===== config.mk =====
export PLATFORM = sky130hd
export DESIGN_NAME = css_front
export DESIGN_NICKNAME = d
export VERILOG_FILES = /design/src/hw/rtl/css_pkg.sv /design/src/hw/rtl/css_front.sv
export SDC_FILE = /design/constraint.sdc
export NUM_CORES = 2
export LEC_CHECK = 0
export BUFFER_PORTS_ARGS = -buffer_cell sky130_fd_sc_hd__buf_2
export CAP_MARGIN = 25
export CORE_MARGIN = 2
export CORE_UTILIZATION = 33
export CTS_BUF_LIST = sky130_fd_sc_hd__clkbuf_8
export CTS_CLUSTER_DIAMETER = 120
export DETAILED_ROUTE_END_ITERATION = 8
export GPL_TIMING_DRIVEN = 1
export PLACE_DENSITY = 0.52
export SYNTH_ARGS = -nofsm -noshare
export SYNTH_HDL_FRONTEND = slang
export SYNTH_SLANG_ARGS = --single-unit

===== constraint.sdc =====
create_clock -name clock -period 13.33 [get_ports clock]
set_input_delay 0.6665 -clock clock [delete_from_list [all_inputs] [get_ports clock]]
set_output_delay 0.6665 -clock clock [all_outputs]
set_load 0.05 [all_outputs]

===== src/hw/rtl/css_pkg.sv =====
package css_pkg;

   localparam int MAX_TERMS   = 64;

   localparam int ID_W        = 20;
   localparam int WEIGHT_W    = 16;
   localparam int PROD_W      = 2 * WEIGHT_W;
   localparam int SUM_W       = 39;
   localparam int CNT_W       = $clog2(MAX_TERMS + 1);

   localparam int FRAC_W      = 16;
   localparam int SIM_W       = FRAC_W + 1;
   localparam int NORM_SHIFT  = 24;
   localparam int RAD_W       = 64;
   localparam int ROOT_W      = RAD_W / 2;
   localparam int SQ_REM_W    = ROOT_W + 2;
   localparam int DEN_W       = 2 * ROOT_W;
   localparam int SQRT_STEPS  = RAD_W / 2;
   localparam int DIV_STEPS   = FRAC_W;
   localparam int STEP_W      = $clog2(SQRT_STEPS);

   localparam int QUEUE_DEPTH = 2;
   localparam int QPTR_W      = $clog2(QUEUE_DEPTH);
   localparam int QCNT_W      = $clog2(QUEUE_DEPTH + 1);

   localparam logic [SIM_W-1:0] SIM_ONE = {1'b1, {FRAC_W{1'b0}}};

   typedef struct packed {
      logic [ID_W-1:0]  doc_id;
      logic [SUM_W-1:0] dot_sum;
      logic [SUM_W-1:0] query_sum;
      logic [SUM_W-1:0] doc_sum;
      logic             overflow;
   } css_job_type;

   typedef struct packed {
      logic [SQ_REM_W-1:0] rem;
      logic [ROOT_W-1:0]   root;
   } css_root_type;

   typedef enum logic [2:0] {
      B_IDLE,
      B_SQRT,
      B_MUL,
      B_CHECK,
      B_DIV,
      B_DONE
   } css_back_state_type;

   // One digit of a restoring square root: bring down the next bit pair.
   function automatic css_root_type sqrt_step(css_root_type cur, logic [1:0] pair);
      logic [SQ_REM_W+1:0] shifted;
      logic [SQ_REM_W+1:0] trial;
      css_root_type        nxt;
      shifted = {cur.rem, pair};
      trial   = {2'b00, cur.root, 2'b01};
      if (shifted >= trial) begin
         nxt.rem  = SQ_REM_W'(shifted - trial);
         nxt.root = {cur.root[ROOT_W-2:0], 1'b1};
      end else begin
         nxt.rem  = SQ_REM_W'(shifted);
         nxt.root = {cur.root[ROOT_W-2:0], 1'b0};
      end
      return nxt;
   endfunction

endpackage


===== src/hw/rtl/css_front.sv =====
module css_front (
   input  logic                             clock,
   input  logic                             reset,
   input  logic                             req_valid,
   output logic                             req_ready,
   input  logic [css_pkg::ID_W-1:0]         req_doc_id,
   input  logic [css_pkg::WEIGHT_W-1:0]     req_query_weight,
   input  logic [css_pkg::WEIGHT_W-1:0]     req_doc_weight,
   input  logic                             req_last_term,
   input  logic                             q_full,
   output logic                             push_valid,
   output css_pkg::css_job_type             push_job
);

   logic                           p_valid_ff, p_valid_in;
   logic                           p_last_ff, p_last_in;
   logic [css_pkg::ID_W-1:0]       p_id_ff, p_id_in;
   logic [css_pkg::PROD_W-1:0]     p_dot_ff, p_dot_in;
   logic [css_pkg::PROD_W-1:0]     p_qq_ff, p_qq_in;
   logic [css_pkg::PROD_W-1:0]     p_dd_ff, p_dd_in;

   logic [css_pkg::SUM_W-1:0]      dot_ff, dot_in;
   logic [css_pkg::SUM_W-1:0]      qsum_ff, qsum_in;
   logic [css_pkg::SUM_W-1:0]      dsum_ff, dsum_in;
   logic [css_pkg::CNT_W-1:0]      cnt_ff, cnt_in;
   logic                           ovf_ff, ovf_in;

   logic                           advance;
   logic                           take;
   logic [css_pkg::SUM_W-1:0]      dot_acc, qsum_acc, dsum_acc;
   logic                           ovf_acc;

   // The product stage only stalls when it holds a last term and the queue is full.
   assign advance   = !p_valid_ff || !p_last_ff || !q_full;
   assign req_ready = advance;
   assign take      = cnt_ff < css_pkg::CNT_W'(css_pkg::MAX_TERMS);

   always_comb begin
      dot_acc  = take ? dot_ff + css_pkg::SUM_W'(p_dot_ff) : dot_ff;
      qsum_acc = take ? qsum_ff + css_pkg::SUM_W'(p_qq_ff) : qsum_ff;
      dsum_acc = take ? dsum_ff + css_pkg::SUM_W'(p_dd_ff) : dsum_ff;
      ovf_acc  = ovf_ff | !take;
   end

   always_comb begin
      p_valid_in = p_valid_ff;
      p_last_in  = p_last_ff;
      p_id_in    = p_id_ff;
      p_dot_in   = p_dot_ff;
      p_qq_in    = p_qq_ff;
      p_dd_in    = p_dd_ff;
      if (advance) begin
         p_valid_in = req_valid;
         p_last_in  = req_last_term;
         p_id_in    = req_doc_id;
         p_dot_in   = css_pkg::PROD_W'(req_query_weight) * css_pkg::PROD_W'(req_doc_weight);
         p_qq_in    = css_pkg::PROD_W'(req_query_weight) * css_pkg::PROD_W'(req_query_weight);
         p_dd_in    = css_pkg::PROD_W'(req_doc_weight) * css_pkg::PROD_W'(req_doc_weight);
      end
   end

   always_comb begin
      dot_in  = dot_ff;
      qsum_in = qsum_ff;
      dsum_in = dsum_ff;
      cnt_in  = cnt_ff;
      ovf_in  = ovf_ff;
      if (p_valid_ff && advance) begin
         if (p_last_ff) begin
            // close the run: the sums travel in the queue word
            dot_in  = '0;
            qsum_in = '0;
            dsum_in = '0;
            cnt_in  = '0;
            ovf_in  = 1'b0;
         end else begin
            dot_in  = dot_acc;
            qsum_in = qsum_acc;
            dsum_in = dsum_acc;
            cnt_in  = take ? css_pkg::CNT_W'(cnt_ff + 1'b1) : cnt_ff;
            ovf_in  = ovf_acc;
         end
      end
   end

   assign push_valid         = p_valid_ff && p_last_ff && advance;
   assign push_job.doc_id    = p_id_ff;
   assign push_job.dot_sum   = dot_acc;
   assign push_job.query_sum = qsum_acc;
   assign push_job.doc_sum   = dsum_acc;
   assign push_job.overflow  = ovf_acc;

   always_ff @(posedge clock) begin
      if (reset) begin
         p_valid_ff <= 1'b0;
         dot_ff     <= '0;
         qsum_ff    <= '0;
         dsum_ff    <= '0;
         cnt_ff     <= '0;
         ovf_ff     <= 1'b0;
      end else begin
         p_valid_ff <= p_valid_in;
         dot_ff     <= dot_in;
         qsum_ff    <= qsum_in;
         dsum_ff    <= dsum_in;
         cnt_ff     <= cnt_in;
         ovf_ff     <= ovf_in;
      end
   end

   always_ff @(posedge clock) begin
      p_last_ff <= p_last_in;
      p_id_ff   <= p_id_in;
      p_dot_ff  <= p_dot_in;
      p_qq_ff   <= p_qq_in;
      p_dd_ff   <= p_dd_in;
   end

endmodule


==> results.sh <==
export IMPL_die_h_um=338.6
export IMPL_final_cell_count_no_fill=5828
export IMPL_critPathLaunchType="input port"
export IMPL_wl_per_cell_um=18.10
export IMPL_clockBufferDepth=3
export IMPL_cp_max_fo=25
export IMPL_clk_pin_slew_ns=0.06
export IMPL_via_per_inst=4.929
export IMPL_syn_nets=5193
export IMPL_synth_edf_count=115
export IMPL_cts_tree="yes"
export IMPL_finalSetupTns_ns=0
export IMPL_dp_cells=5737
export IMPL_grt_max_degree=104
export IMPL_htreeDepth=2
export IMPL_place_ws_ns=5.802
export IMPL_critical_path_max_stage_delay_ns=0.61
export IMPL_ys_seq_elements=241
export IMPL_core_area_um2=110800
export IMPL_grt_ovfl_total=0
export IMPL_grt_setup_unrepaired="no"
export IMPL_vias=28730
export IMPL_finClkSkew_ns=0.04559
export IMPL_fp_dieW_um=338.6
export IMPL_drv_cap=0
export IMPL_setup_violations_final=0
export IMPL_async_reset_ff_frac=0
export IMPL_worst_slack_ns=6.429
export IMPL_dieArea_um2=114700
export IMPL_critical_path_arrival_ns=7.27
export IMPL_syn_avg_cell_area_um2=8.775
export IMPL_cts_root_buf="clkbuf_8"
export IMPL_drc=0
export IMPL_dr_pass1_iters=5
export IMPL_cts_resized=0
export IMPL_numCtsBuffers=47
export IMPL_post_cts_buffers=0
export IMPL_syn_to_final_growth_pct=8.929
export IMPL_grt_pass1_vias=29210
export IMPL_crit_path_frequent_cell="fa_1"
export IMPL_finalCritPeriodShare=0.5177
export IMPL_antenna_left=0
export IMPL_hold_violations=0
export IMPL_grt_pass1_wl_um=166700
export IMPL_period_minus_slack_ns=6.901
export IMPL_min_path_type="input port to flop"
export IMPL_worst_setup_path_type="input port to flop"
export IMPL_start_util=0.3334
export IMPL_grt_usage=0.1830
export IMPL_yosysSeqAreaShare=0.1617
export IMPL_gp_congestion=0.8563
export IMPL_critical_path_top_delay_family="adder cells"
export IMPL_io_buffers=196
export IMPL_final_nets=5280
export IMPL_num_rows=122
export IMPL_end_kind="flop"
export IMPL_fmaxAchievable_mhz=144.9
export IMPL_clk_latency_ns=0.66
export IMPL_relSlewSlack=0.3597
export IMPL_yosys_warnings=0
export IMPL_cp_slowest_cell="a221oi_1"
export IMPL_worst_path_buf_inv=4
export IMPL_yosysUniqueCellTypes=86
export IMPL_postCtsHoldBufs=0
export IMPL_dp_hpwl_um=82040
export IMPL_io_pins=197
export IMPL_cts_sinks=241
export IMPL_outcome="finished, final reports clean"
export IMPL_drive_above_1_share=0.07840
export IMPL_holdWs_ns=0.1797
export IMPL_drt_iter0_drc=1774
export IMPL_synthCells=4211
export IMPL_slew_viol_final=0
export IMPL_worstPathCellList="buf_2 > clkinv_1 > nor2_1 > fa_1 > ha_1 > inv_1 > fa_1 > fa_1 > inv_1 > fa_1 > fa_1 > ha_1 > o21a_1 > o21a_1 > and3_1 > a21o_1 > a21oi_1 > o31ai_1 > a221oi_1 > nor4b_1 > a311o_1"
export IMPL_synth_ff_type="dfxtp_1"
export IMPL_routed_wl_um=105500
export IMPL_antenna_found_initial=11
export IMPL_required_ns=13.70
export IMPL_synth_area_um2=36950
export IMPL_tightest_slew_ns=0.9605
## metrics by stage
| step | utilization | cell area, um^2 |
|---|---|---|
| after floorplan | - | 36950 |
| after global placement | 0.3544 | 39280 |
| after detailed placement | 0.3544 | 39280 |
| after CTS | 0.3631 | 40240 |
| after global routing | 0.3632 | 40250 |
| final | 0.3632 | 40250 |
## layer usage
metal	GRT usage	vias to the layer above	share of wire
met5	0	-	0.00017
met4	0.03120	2	0.015
met3	0.01542	98	0.039
met2	0.3002	604	0.45
met1	0.2655	14260	0.49
li1	-	13760	-
## state kept, by name (all words and copies together) (netlist names)
| signal | flops |
|---|---|
| p_last_ff | 1 |
| qsum_ff | 39 |
| p_qq_ff | 31 |
| dsum_ff | 39 |
| p_dd_ff | 31 |
| p_dot_ff | 32 |
| cnt_ff | 7 |
| ovf_ff | 1 |
| p_valid_ff | 1 |
| dot_ff | 39 |
| p_id_ff | 20 |
## final timing paths
path / from / to / slack, ns / cells after the start
worst max-delay path: req_query_weight[3] / p_dot_ff[28] / 6.43 / 21
worst min-delay path: req_doc_id[19] / p_id_ff[19] / 0.18 / 1
worst max register to register: p_qq_ff[0] / qsum_ff[38] / 9.61 / 12
worst min register to register: ovf_ff / ovf_ff / 0.47 / 2
## cells in the final DEF, fill, tap and decap left out, types with 23 or more instances in the layout
cell type  count
o21ai_0      217
buf_2        196
a21o_1        92
nor2b_1       23
o21bai_1      32
fa_1         519
ha_1         406
a31oi_1       27
and3_1        26
nor2_1       212
nor3_1        29
and2_1       177
clkbuf_8      52
nand2_1      504
xnor2_1      135
xor2_1        65
a211oi_1      32
a21oi_1      190
a22oi_1       32
nand3_1       50
dfxtp_1      125
edfxtp_1     115
inv_1        771
nand4_1       24
## worst register-to-register path, delay by kind of cell, from the launching register on
kind / cells / cell delay, ns
AOI/OAI and AO/OA: 6 / 2.09
adders and majority gates: 2 / 0.52
DFF: 1 / 0.37
and+or+nand+nor: 4 / 0.66
## area by class of cell
type / count / area (um^2)
inverter: 757 / 2841
tap: 1488 / 1862
multi-input combinational: 3034 / 27460
antenna: 3 / 7.507
fill: 11570 / 70570
timing repair buffer: 217 / 1139
clock inverter: 36 / 249.0
sequential: 241 / 5979
clock buffer: 52 / 715.7
## cells in the mapped netlist, types with 10 or more instances
cell type  instances  share of area
fa_1             519           0.28
xnor2_1          135          0.032
a21o_1            92          0.019
o21a_1            22         0.0045
a22o_1            10         0.0024
clkbuf_1         169          0.017
inv_1            752          0.076
o21bai_1          32         0.0065
nor2b_1           23         0.0039
or3_1             15         0.0025
nor2_1           215          0.022
a31o_2            10         0.0024
ha_1             406           0.14
edfxtp_1         115          0.093
nand4_1           24         0.0041
or2_2             11         0.0019
xor2_1            65          0.015
a211oi_1          32         0.0065
mux2_2            11         0.0034
a31oi_1           27         0.0046
dfxtp_1          126          0.068
o31ai_1           17         0.0035
nand3b_1          14         0.0028
and3_1            26         0.0044
nand2b_1          20         0.0034
nand3_1           51         0.0069
nor3_1            29         0.0039
a22oi_1           32         0.0065
a21oi_1          190          0.026
and2_1           177          0.030
o21ai_0          217          0.029
nand2_1          506          0.051
## cells by family (layout without fill, tap and decap cells)
group | Yosys count | count (layout) | share of synthesized area
and+or+nand+nor | 1134 | 1134 | 0.1420
adders and majority gates | 925 | 925 | 0.4187
other | 0 | 3 | 0
DFF | 241 | 241 | 0.1617
muxes | 13 | 13 | 0.003894
xor gates and xnor gates | 200 | 200 | 0.04740
buffers and inverters | 936 | 1062 | 0.09630
AOI/OAI and AO/OA | 762 | 762 | 0.1301
Power is not shown: default switching activity piles up to over one toggle a cycle in this logic, so the estimate is an artifact.
