**config.mk**
```make
export PLATFORM = sky130hd
export DESIGN_NAME = css_back
export DESIGN_NICKNAME = d
export VERILOG_FILES = /design/src/hw/rtl/css_pkg.sv /design/src/hw/rtl/css_back.sv
export SDC_FILE = /design/constraint.sdc
export NUM_CORES = 2
export LEC_CHECK = 0
export BUFFER_PORTS_ARGS = -buffer_cell sky130_fd_sc_hd__buf_2
export CORE_MARGIN = 2
export CORE_UTILIZATION = 50
export CTS_BUF_LIST = sky130_fd_sc_hd__clkbuf_8
export CTS_CLUSTER_DIAMETER = 100
export DETAILED_ROUTE_END_ITERATION = 16
export PLACE_DENSITY = 0.66
export SLEW_MARGIN = 15
export SYNTH_ARGS = -nofsm -noshare
export SYNTH_HDL_FRONTEND = slang
export SYNTH_SLANG_ARGS = --single-unit
```
**constraint.sdc**
```tcl
create_clock -name clock -period 12.5 [get_ports clock]
set_input_delay 1.25 -clock clock [delete_from_list [all_inputs] [get_ports clock]]
set_output_delay 1.25 -clock clock [all_outputs]
set_load 0.01 [all_outputs]
```
**src/hw/rtl/css_pkg.sv**
```systemverilog
package css_pkg;

   localparam int MAX_TERMS   = 64;

   localparam int ID_W        = 20;
   localparam int WEIGHT_W    = 16;
   localparam int PROD_W      = 2 * WEIGHT_W;
   localparam int SUM_W       = 39;
   localparam int CNT_W       = $clog2(MAX_TERMS + 1);

   localparam int FRAC_W      = 16;
   localparam int SIM_W       = FRAC_W + 1;
   localparam int NORM_SHIFT  = 24;
   localparam int RAD_W       = 64;
   localparam int ROOT_W      = RAD_W / 2;
   localparam int SQ_REM_W    = ROOT_W + 2;
   localparam int DEN_W       = 2 * ROOT_W;
   localparam int SQRT_STEPS  = RAD_W / 2;
   localparam int DIV_STEPS   = FRAC_W;
   localparam int STEP_W      = $clog2(SQRT_STEPS);

   localparam int QUEUE_DEPTH = 2;
   localparam int QPTR_W      = $clog2(QUEUE_DEPTH);
   localparam int QCNT_W      = $clog2(QUEUE_DEPTH + 1);

   localparam logic [SIM_W-1:0] SIM_ONE = {1'b1, {FRAC_W{1'b0}}};

   typedef struct packed {
      logic [ID_W-1:0]  doc_id;
      logic [SUM_W-1:0] dot_sum;
      logic [SUM_W-1:0] query_sum;
      logic [SUM_W-1:0] doc_sum;
      logic             overflow;
   } css_job_type;

   typedef struct packed {
      logic [SQ_REM_W-1:0] rem;
      logic [ROOT_W-1:0]   root;
   } css_root_type;

   typedef enum logic [2:0] {
      B_IDLE,
      B_SQRT,
      B_MUL,
      B_CHECK,
      B_DIV,
      B_DONE
   } css_back_state_type;

   // One digit of a restoring square root: bring down the next bit pair.
   function automatic css_root_type sqrt_step(css_root_type cur, logic [1:0] pair);
      logic [SQ_REM_W+1:0] shifted;
      logic [SQ_REM_W+1:0] trial;
      css_root_type        nxt;
      shifted = {cur.rem, pair};
      trial   = {2'b00, cur.root, 2'b01};
      if (shifted >= trial) begin
         nxt.rem  = SQ_REM_W'(shifted - trial);
         nxt.root = {cur.root[ROOT_W-2:0], 1'b1};
      end else begin
         nxt.rem  = SQ_REM_W'(shifted);
         nxt.root = {cur.root[ROOT_W-2:0], 1'b0};
      end
      return nxt;
   endfunction

endpackage

```
**src/hw/rtl/css_back.sv**
```systemverilog
module css_back (
   input  logic                          clock,
   input  logic                          reset,
   input  logic                          q_empty,
   input  css_pkg::css_job_type          q_job,
   output logic                          q_pop,
   output logic                          rsp_valid,
   input  logic                          rsp_ready,
   output logic [css_pkg::ID_W-1:0]      rsp_score_doc_id,
   output logic [css_pkg::SIM_W-1:0]     rsp_similarity,
   output logic                          rsp_zero_norm,
   output logic                          rsp_term_overflow
);

   css_pkg::css_back_state_type      state_ff, state_in;
   logic [css_pkg::STEP_W-1:0]       step_ff, step_in;
   logic [css_pkg::RAD_W-1:0]        rad_q_ff, rad_q_in;
   logic [css_pkg::RAD_W-1:0]        rad_d_ff, rad_d_in;
   css_pkg::css_root_type            sq_q_ff, sq_q_in;
   css_pkg::css_root_type            sq_d_ff, sq_d_in;
   logic [css_pkg::SUM_W-1:0]        dot_ff, dot_in;
   logic [css_pkg::DEN_W-1:0]        den_ff, den_in;
   logic [css_pkg::DEN_W-1:0]        rem_ff, rem_in;
   logic [css_pkg::FRAC_W-1:0]       quo_ff, quo_in;
   logic [css_pkg::SIM_W-1:0]        sim_ff, sim_in;
   logic [css_pkg::ID_W-1:0]         id_ff, id_in;
   logic                             ovf_ff, ovf_in;
   logic                             zero_ff, zero_in;

   logic                             rsp_valid_ff, rsp_valid_in;
   logic [css_pkg::ID_W-1:0]         rsp_id_ff, rsp_id_in;
   logic [css_pkg::SIM_W-1:0]        rsp_sim_ff, rsp_sim_in;
   logic                             rsp_zero_ff, rsp_zero_in;
   logic                             rsp_ovf_ff, rsp_ovf_in;

   logic                             sqrt_last, div_last, saturate;
   logic                             out_free, out_load;
   logic [css_pkg::DEN_W:0]          rem_shift;
   logic                             rem_ge;
   logic [css_pkg::FRAC_W-1:0]       quo_next;

   assign sqrt_last = step_ff == css_pkg::STEP_W'(css_pkg::SQRT_STEPS - 1);
   assign div_last  = step_ff == css_pkg::STEP_W'(css_pkg::DIV_STEPS - 1);
   assign saturate  = rem_ff >= den_ff;
   assign out_free  = !rsp_valid_ff || rsp_ready;
   assign rem_shift = {rem_ff, 1'b0};
   assign rem_ge    = rem_shift >= {1'b0, den_ff};
   assign quo_next  = {quo_ff[css_pkg::FRAC_W-2:0], rem_ge};

   // next state
   always_comb begin
      state_in = state_ff;
      unique case (state_ff)
         css_pkg::B_IDLE:  if (!q_empty) state_in = css_pkg::B_SQRT;
         css_pkg::B_SQRT:  if (sqrt_last) state_in = css_pkg::B_MUL;
         css_pkg::B_MUL:   state_in = css_pkg::B_CHECK;
         css_pkg::B_CHECK: begin
            if (zero_ff || saturate) begin
               state_in = css_pkg::B_DONE;
            end else begin
               state_in = css_pkg::B_DIV;
            end
         end
         css_pkg::B_DIV:   if (div_last) state_in = css_pkg::B_DONE;
         css_pkg::B_DONE:  if (out_free) state_in = css_pkg::B_IDLE;
         default:          state_in = css_pkg::B_IDLE;
      endcase
   end

   // outputs
   always_comb begin
      q_pop    = 1'b0;
      out_load = 1'b0;
      unique case (state_ff)
         css_pkg::B_IDLE: q_pop    = !q_empty;
         css_pkg::B_DONE: out_load = out_free;
         default: begin
            q_pop    = 1'b0;
            out_load = 1'b0;
         end
      endcase
   end

   always_comb begin
      step_in  = step_ff;
      rad_q_in = rad_q_ff;
      rad_d_in = rad_d_ff;
      sq_q_in  = sq_q_ff;
      sq_d_in  = sq_d_ff;
      dot_in   = dot_ff;
      den_in   = den_ff;
      rem_in   = rem_ff;
      quo_in   = quo_ff;
      sim_in   = sim_ff;
      id_in    = id_ff;
      ovf_in   = ovf_ff;
      zero_in  = zero_ff;
      case (state_ff)
         css_pkg::B_IDLE: begin
            if (q_pop) begin
               id_in    = q_job.doc_id;
               ovf_in   = q_job.overflow;
               dot_in   = q_job.dot_sum;
               zero_in  = (q_job.query_sum == '0) || (q_job.doc_sum == '0);
               rad_q_in = css_pkg::RAD_W'(q_job.query_sum) << css_pkg::NORM_SHIFT;
               rad_d_in = css_pkg::RAD_W'(q_job.doc_sum) << css_pkg::NORM_SHIFT;
               sq_q_in  = '0;
               sq_d_in  = '0;
               step_in  = '0;
            end
         end
         css_pkg::B_SQRT: begin
            sq_q_in  = css_pkg::sqrt_step(sq_q_ff, rad_q_ff[css_pkg::RAD_W-1 -: 2]);
            sq_d_in  = css_pkg::sqrt_step(sq_d_ff, rad_d_ff[css_pkg::RAD_W-1 -: 2]);
            rad_q_in = rad_q_ff << 2;
            rad_d_in = rad_d_ff << 2;
            step_in  = css_pkg::STEP_W'(step_ff + 1'b1);
         end
         css_pkg::B_MUL: begin
            den_in  = css_pkg::DEN_W'(sq_q_ff.root) * css_pkg::DEN_W'(sq_d_ff.root);
            rem_in  = css_pkg::DEN_W'(dot_ff) << css_pkg::NORM_SHIFT;
            quo_in  = '0;
            step_in = '0;
         end
         css_pkg::B_CHECK: begin
            if (zero_ff) begin
               sim_in = '0;
            end else if (saturate) begin
               sim_in = css_pkg::SIM_ONE;
            end
         end
         css_pkg::B_DIV: begin
            // one quotient bit a cycle, restoring
            if (rem_ge) begin
               rem_in = css_pkg::DEN_W'(rem_shift - {1'b0, den_ff});
            end else begin
               rem_in = rem_shift[css_pkg::DEN_W-1:0];
            end
            quo_in  = quo_next;
            step_in = css_pkg::STEP_W'(step_ff + 1'b1);
            if (div_last) begin
               sim_in = css_pkg::SIM_W'(quo_next);
            end
         end
         default: begin
            step_in = step_ff;
         end
      endcase
   end

   always_comb begin
      rsp_valid_in = rsp_valid_ff;
      rsp_id_in    = rsp_id_ff;
      rsp_sim_in   = rsp_sim_ff;
      rsp_zero_in  = rsp_zero_ff;
      rsp_ovf_in   = rsp_ovf_ff;
      if (out_load) begin
         rsp_valid_in = 1'b1;
         rsp_id_in    = id_ff;
         rsp_sim_in   = sim_ff;
         rsp_zero_in  = zero_ff;
         rsp_ovf_in   = ovf_ff;
      end else if (rsp_ready) begin
         rsp_valid_in = 1'b0;
      end
   end

   always_ff @(posedge clock) begin
      if (reset) begin
         state_ff     <= css_pkg::B_IDLE;
         rsp_valid_ff <= 1'b0;
      end else begin
         state_ff     <= state_in;
         rsp_valid_ff <= rsp_valid_in;
      end
   end

   always_ff @(posedge clock) begin
      step_ff     <= step_in;
      rad_q_ff    <= rad_q_in;
      rad_d_ff    <= rad_d_in;
      sq_q_ff     <= sq_q_in;
      sq_d_ff     <= sq_d_in;
      dot_ff      <= dot_in;
      den_ff      <= den_in;
      rem_ff      <= rem_in;
      quo_ff      <= quo_in;
      sim_ff      <= sim_in;
      id_ff       <= id_in;
      ovf_ff      <= ovf_in;
      zero_ff     <= zero_in;
      rsp_id_ff   <= rsp_id_in;
      rsp_sim_ff  <= rsp_sim_in;
      rsp_zero_ff <= rsp_zero_in;
      rsp_ovf_ff  <= rsp_ovf_in;
   end

   assign rsp_valid         = rsp_valid_ff;
   assign rsp_score_doc_id  = rsp_id_ff;
   assign rsp_similarity    = rsp_sim_ff;
   assign rsp_zero_norm     = rsp_zero_ff;
   assign rsp_term_overflow = rsp_ovf_ff;

   a_zero_norm_gives_zero: assert property (@(posedge clock) disable iff (reset)
      (rsp_valid_ff && rsp_zero_ff) |-> (rsp_sim_ff == '0))
      else $error("zero norm word with nonzero similarity");

   a_similarity_in_range: assert property (@(posedge clock) disable iff (reset)
      rsp_valid_ff |-> (rsp_sim_ff <= css_pkg::SIM_ONE))
      else $error("similarity above one");

   a_nonzero_norms_give_divisor: assert property (@(posedge clock) disable iff (reset)
      (state_ff == css_pkg::B_CHECK && !zero_ff) |-> (den_ff != '0))
      else $error("zero divisor with both norms nonzero");

endmodule

```
==> results.py <==
metrics = {
    "setup_path": {
        "worst-path-max-fanout": 18,
        "critPathArrivalTime_ns": 10.30,
        "critPathKind": "reg2reg",
        "end_kind": "flip-flop",
        "crit_required_ns": 13.05,
        "crit_path_start_kind": "flip-flop",
    },
    "detailed_routing": {
        "post_drt_wl_per_cell_um": 22.5,
        "dr_total_vias": 45100,
        "vias_per_cell": 5.71,
        "wl_um": 178000,
        "dr.first_iter.drc_count": 4039,
        "antenna_left": 0,
        "drc_errors": 0,
        "drt-pass1-iter-count": 6,
    },
    "synth": {
        "ys_ff_latch": 481,
        "netlist.area_leader.share": 0.306,
        "synth.cells.most_frequent": "999 x inv_1, 897 x fa_1, 881 x nor2_1",
        "synth_area_sq_um": 58600,
        "synth_top_family_by_area": "adder cells",
        "synth_ff_type": "edfxtp_1",
        "yosys.area_share.xor_xnor": 0.0267,
        "seq_area_frac_synth": 0.246,
        "muxShareOfSynthArea": 0.00529,
        "synth_edf_count": 477,
        "synthArstFlopShare": 0,
        "syn_area_per_cell_sq_um": 9.39,
        "synth_warnings": 0,
        "synth_top_area_cell": "fa_1",
        "synthAdderAreaFrac": 0.405,
        "synthSimpleGateAreaFrac": 0.145,
        "synth_compound_area_frac": 0.0864,
        "synth_nets": 7748,
        "synth_cell_type_count": 82,
        "synth_area_leaders": "fa_1 31%, edfxtp_1 24%, ha_1 9.9%",
        "postSynthCellCount": 6247,
        "synth.most_common_cell": "inv_1",
    },
    "global_route": {
        "grt_pass1_wl_um": 274000,
        "grt_max_degree": 91,
        "antenna_found_initial": 4,
        "grt_pass1_vias": 46300,
        "grt_util_all_layers": 0.300,
        "gr-total-overflow": 0,
    },
    "clock_network": {
        "clk_latency_ns": 0.81,
        "htreeDepth": 3,
        "cts-root-buf": "clkbuf_8",
        "clock-sinks": 481,
        "clock_path_buffers": 3,
        "cts_tree": "built",
        "ctsHoldBuffers": 0,
        "clk_pin_slew_ns": 0.06,
        "cts_setup_buffers": 0,
        "numCtsBuffers": 87,
        "cts.repair.resized": 0,
    },
    "timing": {
        "rsz0062_at_grt": "false",
        "max_freq_mhz": 103,
        "clock_skew_ns": 0.0247,
        "slew_headroom": 0.208,
        "worst_pin_slew_ns": 1.19,
        "maxSlewViolCount": 0,
        "finalHoldViolations": 0,
        "setup_viol": 0,
        "finalCritPeriodShare": 0.780,
        "min_period_ns": 9.75,
        "tns_ns": 0,
        "worst_slack_ns": 2.75,
    },
    "place": {
        "dp_hpwl_um": 136000,
        "gp_congestion": 0.993,
        "io_buffer_count": 182,
        "pre_cts_ws_ns": 3.01,
        "placed_area_sq_um": 61000,
    },
    "flow_run": {
        "max-cap-violations": 0,
    },
    "final_layout": {
        "syn_to_final_growth_pct": 7.06,
        "drive_above_1_share": 0.0682,
        "stdcell_area_sq_um": 62800,
        "fin_nets": 7804,
    },
    "floorplanning": {
        "die_h_um": 346,
        "ios": 183,
        "dieArea_sq_um": 120000,
        "start_util": 0.505,
        "core_area_sq_um": 116000,
        "rows": 125,
        "die_w_um": 346,
    },
    "run_status": {
        "status": "finished clean",
    },
    "worst_hold_path": {
        "hold_path.class": "reg2reg",
    },
}
## worst max-delay path, stage by stage (launching register included)
cell	delay, ns
edfxtp_1	0.96
clkinv_1	0.97
nor2_1	0.37
fa_1	0.44
inv_1	0.08
fa_1	0.43
fa_1	0.49
fa_1	0.55
inv_1	0.05
fa_1	0.48
fa_1	0.52
fa_1	0.50
inv_1	0.05
fa_1	0.47
inv_1	0.04
ha_1	0.41
and2_1	0.22
and3_1	0.21
and4_1	0.25
nand2_1	0.07
o211ai_1	0.46
a31oi_1	0.36
o21a_1	0.33
o21ai_1	0.29
nand2_1	0.17
o21ai_1	0.21
xnor2_1	0.08
## state kept, by name, indices dropped and copies added, names as in the netlist, 3 cells and up
signal and flops:
step_ff 5, rad_q_ff 40, sq_q_ff 66, state_ff 3, rsp_score_doc_id 20, quo_ff 15
sim_ff 17, rsp_similarity 17, rad_d_ff 40, rem_ff 64, id_ff 20, den_ff 64
sq_d_ff 66, dot_ff 39
## layer usage
layer / share of wire / track usage / wire length, um / vias to the layer above
met1: 0.41 / 0.403 / 72400 / 22400
met5: 0.00018 / 0 / 32 / -
met3: 0.10 / 0.0779 / 18200 / 432
li1: - / - / - / 20000
met2: 0.44 / 0.461 / 78900 / 2186
met4: 0.047 / 0.124 / 8400 / 6
## layout make-up
class	count	area, sq um
tap	1524	1910
fill	10600	53400
sequential	481	14400
timing repair buffer	275	1610
clock inverter	67	547
multi-input combinational	4433	39300
clock buffer	87	1200
antenna	4	10.0
inverter	1025	3850
## metrics by stage
stage / util / instances / hold slack [ns]
3_3_place_gp: 0.525 / 7738 / 0.400
2_1_floorplan: - / 6247 / 0.400
3_5_place_dp: 0.525 / 7738 / 0.405
6_report: 0.540 / 7896 / 0.417
5_1_grt: 0.540 / 7896 / 0.424
4_1_cts: 0.540 / 7892 / 0.418
## kinds of logic after synthesis
kind of cell	after synthesis
and+or+nand+nor	2062
adders and majority gates	1359
buffers and inverters	1333
AOI/OAI and AO/OA	802
DFF	481
xor gates and xnor gates	179
muxes	31
## placed cells by master, fill, tap and decap left out, types with 32 or more instances in the layout
cell type,Yosys,layout
xor2_1,67,67
buf_2,15,182
inv_1,999,1018
nand4_1,45,45
a21oi_1,269,269
nand2_1,851,850
xnor2_1,112,112
edfxtp_1,477,477
nor2_1,881,879
a21o_1,132,132
ha_1,462,462
clkbuf_8,0,87
clkinv_1,22,40
buf_4,0,93
nand3_1,61,61
nor3_1,33,32
o21ai_0,107,106
o21a_1,32,32
o21ai_1,58,58
fa_1,897,897
## final timing paths
| check | startpoint | endpoint | slack (ns) | cells after the start |
|---|---|---|---|---|
| worst max-delay path | sq_q_ff[23]$_SDFFCE_PN0P_ | den_ff[63]$_DFFE_PP_ | 2.75 | 26 |
| worst min-delay path | id_ff[9]$_DFFE_PP_ | rsp_score_doc_id[9]$_DFFE_PP_ | 0.42 | 0 |
| worst max register to register | sq_q_ff[23]$_SDFFCE_PN0P_ | den_ff[63]$_DFFE_PP_ | 2.75 | 26 |
| worst min register to register | id_ff[9]$_DFFE_PP_ | rsp_score_doc_id[9]$_DFFE_PP_ | 0.42 | 0 |
Power is not shown: default switching activity piles up to over one toggle a cycle in this logic, so the estimate is an artifact.
