===== config.mk =====
export PLATFORM = sky130hd
export DESIGN_NAME = css_queue
export DESIGN_NICKNAME = d
export VERILOG_FILES = /design/src/hw/rtl/css_pkg.sv /design/src/hw/rtl/css_queue.sv
export SDC_FILE = /design/constraint.sdc
export NUM_CORES = 1
export LEC_CHECK = 0
export BUFFER_PORTS_ARGS = -buffer_cell sky130_fd_sc_hd__buf_4
export CAP_MARGIN = 40
export CORE_MARGIN = 10
export CORE_UTILIZATION = 56
export CTS_CLUSTER_SIZE = 40
export DETAILED_ROUTE_END_ITERATION = 10
export GPL_TIMING_DRIVEN = 0
export PLACE_DENSITY = 0.85
export SLEW_MARGIN = 5
export SYNTH_ARGS = -nofsm -noshare
export SYNTH_HDL_FRONTEND = slang
export SYNTH_SLANG_ARGS = --single-unit
export TNS_END_PERCENT = 20

===== constraint.sdc =====
create_clock -name clock -period 14.5 [get_ports clock]
set_input_delay 2.175 -clock clock [delete_from_list [all_inputs] [get_ports clock]]
set_output_delay 2.175 -clock clock [all_outputs]
set_load 0.1 [all_outputs]

===== src/hw/rtl/css_pkg.sv =====
package css_pkg;

   localparam int MAX_TERMS   = 64;

   localparam int ID_W        = 20;
   localparam int WEIGHT_W    = 16;
   localparam int PROD_W      = 2 * WEIGHT_W;
   localparam int SUM_W       = 39;
   localparam int CNT_W       = $clog2(MAX_TERMS + 1);

   localparam int FRAC_W      = 16;
   localparam int SIM_W       = FRAC_W + 1;
   localparam int NORM_SHIFT  = 24;
   localparam int RAD_W       = 64;
   localparam int ROOT_W      = RAD_W / 2;
   localparam int SQ_REM_W    = ROOT_W + 2;
   localparam int DEN_W       = 2 * ROOT_W;
   localparam int SQRT_STEPS  = RAD_W / 2;
   localparam int DIV_STEPS   = FRAC_W;
   localparam int STEP_W      = $clog2(SQRT_STEPS);

   localparam int QUEUE_DEPTH = 2;
   localparam int QPTR_W      = $clog2(QUEUE_DEPTH);
   localparam int QCNT_W      = $clog2(QUEUE_DEPTH + 1);

   localparam logic [SIM_W-1:0] SIM_ONE = {1'b1, {FRAC_W{1'b0}}};

   typedef struct packed {
      logic [ID_W-1:0]  doc_id;
      logic [SUM_W-1:0] dot_sum;
      logic [SUM_W-1:0] query_sum;
      logic [SUM_W-1:0] doc_sum;
      logic             overflow;
   } css_job_type;

   typedef struct packed {
      logic [SQ_REM_W-1:0] rem;
      logic [ROOT_W-1:0]   root;
   } css_root_type;

   typedef enum logic [2:0] {
      B_IDLE,
      B_SQRT,
      B_MUL,
      B_CHECK,
      B_DIV,
      B_DONE
   } css_back_state_type;

   // One digit of a restoring square root: bring down the next bit pair.
   function automatic css_root_type sqrt_step(css_root_type cur, logic [1:0] pair);
      logic [SQ_REM_W+1:0] shifted;
      logic [SQ_REM_W+1:0] trial;
      css_root_type        nxt;
      shifted = {cur.rem, pair};
      trial   = {2'b00, cur.root, 2'b01};
      if (shifted >= trial) begin
         nxt.rem  = SQ_REM_W'(shifted - trial);
         nxt.root = {cur.root[ROOT_W-2:0], 1'b1};
      end else begin
         nxt.rem  = SQ_REM_W'(shifted);
         nxt.root = {cur.root[ROOT_W-2:0], 1'b0};
      end
      return nxt;
   endfunction

endpackage


===== src/hw/rtl/css_queue.sv =====
module css_queue (
   input  logic                  clock,
   input  logic                  reset,
   input  logic                  push_valid,
   input  css_pkg::css_job_type  push_job,
   output logic                  full,
   input  logic                  pop,
   output logic                  empty,
   output css_pkg::css_job_type  pop_job
);

   css_pkg::css_job_type          mem_ff [css_pkg::QUEUE_DEPTH];
   logic [css_pkg::QPTR_W-1:0]    wr_ptr_ff, wr_ptr_in;
   logic [css_pkg::QPTR_W-1:0]    rd_ptr_ff, rd_ptr_in;
   logic [css_pkg::QCNT_W-1:0]    cnt_ff, cnt_in;

   assign full    = cnt_ff == css_pkg::QCNT_W'(css_pkg::QUEUE_DEPTH);
   assign empty   = cnt_ff == '0;
   assign pop_job = mem_ff[rd_ptr_ff];

   always_comb begin
      wr_ptr_in = push_valid ? css_pkg::QPTR_W'(wr_ptr_ff + 1'b1) : wr_ptr_ff;
      rd_ptr_in = pop ? css_pkg::QPTR_W'(rd_ptr_ff + 1'b1) : rd_ptr_ff;
      case ({push_valid, pop})
         2'b10:   cnt_in = css_pkg::QCNT_W'(cnt_ff + 1'b1);
         2'b01:   cnt_in = css_pkg::QCNT_W'(cnt_ff - 1'b1);
         default: cnt_in = cnt_ff;
      endcase
   end

   always_ff @(posedge clock) begin
      if (reset) begin
         wr_ptr_ff <= '0;
         rd_ptr_ff <= '0;
         cnt_ff    <= '0;
      end else begin
         wr_ptr_ff <= wr_ptr_in;
         rd_ptr_ff <= rd_ptr_in;
         cnt_ff    <= cnt_in;
      end
   end

   always_ff @(posedge clock) begin
      if (push_valid) begin
         mem_ff[wr_ptr_ff] <= push_job;
      end
   end

   a_no_push_when_full: assert property (@(posedge clock) disable iff (reset)
      push_valid |-> !full)
      else $error("queue word pushed while full");

   a_no_pop_when_empty: assert property (@(posedge clock) disable iff (reset)
      pop |-> !empty)
      else $error("queue word popped while empty");

endmodule


==> reports/summary.txt, run 1 <==
========================================================================
Run status                                                  finished, final reports clean
Hold Crit Depth                                                        2
Number of placed I/O pins                                            282
Final setup vio count                                                  0
Avg Synthesized Cell Area                                     22.51 um^2
Global-route wire length before repair                          35.06 mm
Antenna viol nets, final                                               0
Initial Util                                                      56.71%
Critical Path Start Type                                            flop
Buffers inserted during post-CTS setup optimization                    0
CTS clock-pin slew for the worst setup and hold paths            0.06 ns
Worst EP required                                               12.32 ns
Power share of the sequential group                                43.8%
Internal Power                                                   1490 uW
Insertion delay to the later sink of the worst-skew pair         0.52 ns
RSZ-0062 raised after global routing                               false
DR pass1 iterations                                                    4
Pin count of the biggest net entering global routing                  68
Total negative slack                                                0 ns
Remaining global-route overflow                                        0
Highest fanout seen on the critical path                              10
Fin Clk Skew                                                 0.005860 ns
Area of the core region                                       17900 um^2
Register bit total from synthesis                                    281
Power spent charging and discharging nets                       704.1 uW
I/O Buffers                                                          281
Cell area after synthesis                                     10150 um^2
Max Cap Violations                                                     0
Clock share of power                                               31.3%
DRC violation total after the first TritonRoute iteration            336
Final #Nets                                                          911
Gp weighted congestion                                            0.7876
Sequential element share of the synthesized area                  82.62%
Number of warnings printed during yosys synthesis                      0
Max clock buf depth                                                    3
Net count after synthesis                                            594
Count of mapped cells out of synthesis                               451
Hold Fails Final Rpt                                                   0
Vertical die dimension                                          154.6 um
Die Wd                                                          154.6 um
P_leak                                                       0.005129 uW
H-tree lvl count                                                       1
DRC violations left                                                    0
Initial antenna violation count                                        0
HPWL Detailed                                                   16.45 mm
Total routing usage reported by global routing                    18.77%
Fraction of power spent switching nets                            32.09%
Area added between synthesis and finish                           34.01%
Count of cells along the worst register-to-register path               4
Full die area                                                 23920 um^2
Wire length per cell after detailed routing                     22.99 um
TritonCTS Buffers                                                     27
Share of the core filled with cells                               76.00%
TritonCTS Sinks                                                      281
Unique cell type count in the Yosys netlist                           15
Share of power burned in combinational logic                       24.9%
Transition time at the pin with the least slew margin          0.6105 ns
Hold_buf cts                                                           0
Total of cells resized after clock tree synthesis                      0
Final critical path time including I/O delays and setup         4.245 ns
Cell row count                                                        49
Via-to-Cell Ratio                                                  5.324
Worst min-delay path class                                       reg2reg
Antenna Cells                                                          0
CTS root buffer                                                clkbuf_16
Peak supply drop                                               0.1374 mV
TritonCTS clock tree                                                done
Vias in the first global route                                      6091
Layout cell share with drive strength beyond 1                    60.91%
Rel. slew slack                                                   59.20%
Timing-limited maximum frequency                               235.6 MHz
Final worst path period share                                     29.27%
Critical path arrival                                            2.07 ns
Detailed-route wire length                                      23.38 mm
Critical Setup Path Class                                        reg2out
Ratio of total power to cell area                           161.3 nW/um^2
Via count                                                           5414
Final Slew Violations                                                  0
Element type at the critical path end                         output pin
========================================================================
-- flip-flops by register name (all words and copies together), names as in the netlist, named ones only --
register and count:
rd_ptr_ff 1, cnt_ff 2, mem_ff 276, wr_ptr_ff 1
-- critical path, cell delays in order (launching register included) --
cell and delay [ns]:
dfxtp_1 0.34, buf_2 0.32, buf_4 0.27, mux2_2 0.38, buf_4 0.24
-- power by group through the flow --
stage / Sequential [uW] / Clock [uW] / Combinational, uW
floorplan: 981 / 0 / 410
global placement: 986 / 0 / 530
detailed placement: 977 / 0 / 548
CTS: 961 / 701 / 551
global route: 964 / 736 / 563
finish: 960 / 687 / 547
-- cell usage after synthesis --
cell type  count  share of area [%]
a21oi_1        1              0.049
and2_1         1              0.062
and2b_2        1              0.086
buf_2          3               0.15
buf_4         12               0.89
dfxtp_1        5               0.99
edfxtp_1     276                 82
ha_1           1               0.12
inv_1          1              0.037
mux2_2       138                 15
nor2_1         6               0.22
o21ai_0        1              0.049
or3_1          1              0.062
xnor2_1        3               0.26
xor2_1         1              0.086
-- worst paths after layout --
| path | startpoint | to | slack, ns |
|---|---|---|---|
| setup / recovery | flop | pop_job[33] | 10.26 |
| hold / removal | cnt_ff[1] | cnt_ff[1] | 0.50 |
| setup reg to reg | wr_ptr_ff | mem_ff[0][129] | 12.63 |
| hold reg to reg | cnt_ff[1] | cnt_ff[1] | 0.50 |
-- layer usage --
| metal | routed length [um] | vias to the layer above | track usage (%) |
|---|---|---|---|
| met5 | 0 | - | 0 |
| met4 | 497 | 0 | 5.308 |
| met3 | 2319 | 31 | 7.155 |
| met2 | 12360 | 242 | 33.60 |
| met1 | 8205 | 2713 | 20.20 |
| li1 | - | 2428 | - |
-- area by class of cell --
type,instances,area [um^2]
clock inverter,20,186.4
fill,990,4297
inverter,1,3.754
multi-input combinational,154,1665
clock buffer,29,683.2
buffer,15,105.1
sequential,281,8388
timing repair buffer,288,2287
tap,229,286.5
-- cell families after synthesis --
family          Yosys count  synth area share [%]
simple gates              9                0.4314
fa+ha+maj                 1                0.1232
flops                   281                 82.62
xor+xnor                  4                0.3451
buf+inv                  16                 1.072
compound gates            2               0.09850
mux                     138                 15.31
-- cell usage in the layout, fill, tap and decap left out --
cell / synthesis / final
bufinv_16: 0 / 4
buf_12: 0 / 2
clkinv_2: 0 / 5
clkbuf_1: 0 / 2
nor2_4: 0 / 1
and2b_2: 1 / 1
xor2_1: 1 / 1
buf_2: 3 / 3
and2_4: 0 / 1
a21oi_1: 1 / 1
o21ai_0: 1 / 1
ha_1: 1 / 1
nor2_1: 6 / 5
mux2_2: 138 / 138
edfxtp_1: 276 / 276
inv_1: 1 / 1
clkbuf_16: 0 / 27
buf_4: 12 / 293
or3_1: 1 / 1
dfxtp_1: 5 / 5
xnor2_1: 3 / 3
clkinv_1: 0 / 11
buf_16: 0 / 5
-- metrics by stage --
stage          setup WS [ns]  hold WS, ns  cell area (um^2)  cells  power (uW)
5_1_grt                10.17       0.5547             13610   1017        2263
6_report               10.26       0.5015             13610   1017        2194
4_1_cts                10.20       0.5022             13610   1017        2213
3_3_place_gp           3.308       0.4764             12550    961        1516
2_1_floorplan          5.847       0.4614             10150    451        1391
3_5_place_dp           10.62       0.4939             12740    968        1525
No activity file was read; power rests on OpenSTA's default activity.
==> inputs of run 2 (changes only) <==
--- a/config.mk
+++ b/config.mk
@@ -8,11 +8,11 @@
 export BUFFER_PORTS_ARGS = -buffer_cell sky130_fd_sc_hd__buf_4
 export CAP_MARGIN = 40
 export CORE_MARGIN = 10
-export CORE_UTILIZATION = 56
+export CORE_UTILIZATION = 47
 export CTS_CLUSTER_SIZE = 40
 export DETAILED_ROUTE_END_ITERATION = 10
 export GPL_TIMING_DRIVEN = 0
-export PLACE_DENSITY = 0.85
+export PLACE_DENSITY = 0.76
 export SLEW_MARGIN = 5
 export SYNTH_ARGS = -nofsm -noshare
 export SYNTH_HDL_FRONTEND = slang
==> constraint.sdc (replaced) <==
create_clock -name clock -period 3.8 [get_ports clock]
set_input_delay 0.57 -clock clock [delete_from_list [all_inputs] [get_ports clock]]
set_output_delay 0.57 -clock clock [all_outputs]
set_load 0.1 [all_outputs]
==> reports/summary.txt, run 2 (synthesis gave the netlist of run 1 again) <==
===================================================================================
Run status                                                             finished, final reports clean   unchanged
Worst Hold Slack                                                          0.2205 ns   was 0.5015 ns
Final critical path time including I/O delays and setup                    2.631 ns
Antenna Cells                                                                     0   unchanged
Register ranked first by flip-flop count                                     mem_ff   unchanged
Max clock buf depth                                                               3   unchanged
Worst EP required                                                           3.23 ns   was 12.32 ns
Worst r2r src                                                             wr_ptr_ff   unchanged
DRC violations left                                                               0   unchanged
CTS root buffer                                                           clkbuf_16   unchanged
Worst min-delay path class                                                   in2reg   was reg2reg
Area of the core region                                                  21150 um^2   was 17900 um^2
CTS clock-pin slew for the worst setup and hold paths                       0.06 ns   about the same
Final setup vio count                                                             0   unchanged
I/O Buffers                                                                     281   unchanged
Slowest-stage cell, CP                                                       mux2_2   unchanged
Remaining global-route overflow                                                   0   unchanged
Layout cell share with drive strength beyond 1                               61.01%   was 60.91%
Largest register FFs                                                            276   unchanged
Initial antenna violation count                                                   0   unchanged
Via-to-Cell Ratio                                                             4.951   was 5.324
Rel. slew slack                                                              61.39%   was 59.20%
DRC violation total after the first TritonRoute iteration                       245   was 336
HPWL Detailed                                                              16.49 mm   was 16.45 mm
Max Cap Violations                                                                0   unchanged
Vias in the first global route                                                 5924   was 6091
P_leak                                                                  0.005164 uW   was 0.005129 uW
Total routing usage reported by global routing                               15.42%   was 18.77%
Cell-by-cell listing of the critical path                              buf_2, buf_4, mux2_2, buf_4   unchanged
Cell row count                                                                   53   was 49
Full die area                                                            27880 um^2   was 23920 um^2
Insertion delay to the later sink of the worst-skew pair                    0.53 ns   was 0.52 ns
TritonCTS Sinks                                                                 281   unchanged
Most Frequent Cell on Critical Path                                           buf_4   unchanged
Largest stage delay on the critical path                                    0.37 ns   was 0.38 ns
Most common library cell in the layout ignoring fill and taps                 buf_4   unchanged
Wire length per cell after detailed routing                                21.28 um   was 22.99 um
Area added between synthesis and finish                                      35.36%   was 34.01%
Timing-limited maximum frequency                                          380.1 MHz
Element type at the critical path end                                    output pin   unchanged
Total negative slack                                                           0 ns   unchanged
Hold_buf cts                                                                      0   unchanged
Buffers inserted during post-CTS setup optimization                               0   unchanged
Critical path arrival                                                       2.06 ns   was 2.07 ns
Post-route total power                                                      8472 uW   was 2194 uW
Critical Path Start Type                                                       flop   unchanged
Highest-count cells in the layout ignoring fill and taps               buf_4, edfxtp_1, mux2_2   unchanged
Die Wd                                                                     167.0 um   was 154.6 um
Final worst path period share                                                69.23%
Count of placed standard cells in the final layout, fillers left out           1065   was 1017
Ratio of total power to cell area                                      616.5 nW/um^2   was 161.3 nW/um^2
Share of the core filled with cells                                          64.96%   was 76.00%
Transition time at the pin with the least slew margin                     0.5777 ns   was 0.6105 ns
Gp weighted congestion                                                       0.7789   was 0.7876
Number of placed instances, taps included                                      1015   was 968
Hold Fails Final Rpt                                                              0   unchanged
Fin Clk Skew                                                             0.01191 ns   was 0.005860 ns
DR pass1 iterations                                                               4   unchanged
Number of placed I/O pins                                                       282   unchanged
Initial Util                                                                 47.99%   was 56.71%
Total of cells resized after clock tree synthesis                                 0   unchanged
Detailed-route wire length                                                 22.66 mm   was 23.38 mm
Final #Nets                                                                     914   was 911
Vertical die dimension                                                     167.0 um   was 154.6 um
TritonCTS clock tree                                                           done   unchanged
RSZ-0062 raised after global routing                                          false   unchanged
TritonCTS Buffers                                                                29   was 27
Startpoint of the worst hold path                                      push_job[115]   was cnt_ff[1]
Critical Setup Path Class                                                   reg2out   unchanged
H-tree lvl count                                                                  1   unchanged
Via count                                                                      5273   was 5414
Highest fanout seen on the critical path                                         10   unchanged
Global-route wire length before repair                                     34.32 mm   was 35.06 mm
Leading registers by flop count                                        mem_ff: 276 flops, cnt_ff: 2 flops   unchanged
Peak supply drop                                                          0.4615 mV   was 0.1374 mV
Final Slew Violations                                                             0   unchanged
Pin count of the biggest net entering global routing                             56   was 68
Antenna viol nets, final                                                          0   unchanged
===================================================================================
run 2: report_power, final:
part	leakage (uW)	internal (uW)	total [uW]	switching (uW)
sequential	0.00263	3620	3660	43.7
combinational	0.00208	516	2080	1570
clock	0.000451	1650	2730	1070
run 2: final cells by class:
class / instances / area, um^2
multi-input combinational: 154 / 1665
inverter: 1 / 3.754
timing repair buffer: 289 / 2315
fill: 1431 / 7412
buffer: 15 / 105.1
sequential: 281 / 8388
clock inverter: 17 / 180.2
clock buffer: 33 / 740.7
tap: 275 / 344.1
run 2: through the flow:
step                      setup slack [ns]  instance area [um^2]
after global routing                 1.061                 13740
after detailed placement             1.428                 12820
after floorplan                    -0.4225                 10160
after global placement              -1.943                 12610
final                                1.169                 13740
after CTS                            1.089                 13740
run 2: final timing paths:
path	end	slack (ns)	cells past startpoint
hold reg to reg	cnt_ff[1]	0.51	2
hold / removal	mem_ff[0][115]	0.22	1
setup reg to reg	mem_ff[0][36]	1.82	5
setup / recovery	pop_job[60]	1.17	4
run 2: metal layers:
| metal | track usage [%] | share of wire, % | up-vias |
|---|---|---|---|
| li1 | - | - | 2424 |
| met1 | 16.68 | 36 | 2584 |
| met2 | 27.32 | 51 | 221 |
| met3 | 6.048 | 9.5 | 44 |
| met4 | 4.429 | 2.7 | 0 |
| met5 | 0 | 0 | - |
run 2: worst max-delay path: cells and delay by family (launching register included):
kind                   cells  cell delay [ns]
buffers and inverters      3             0.81
muxes                      1             0.37
DFF                        1             0.34
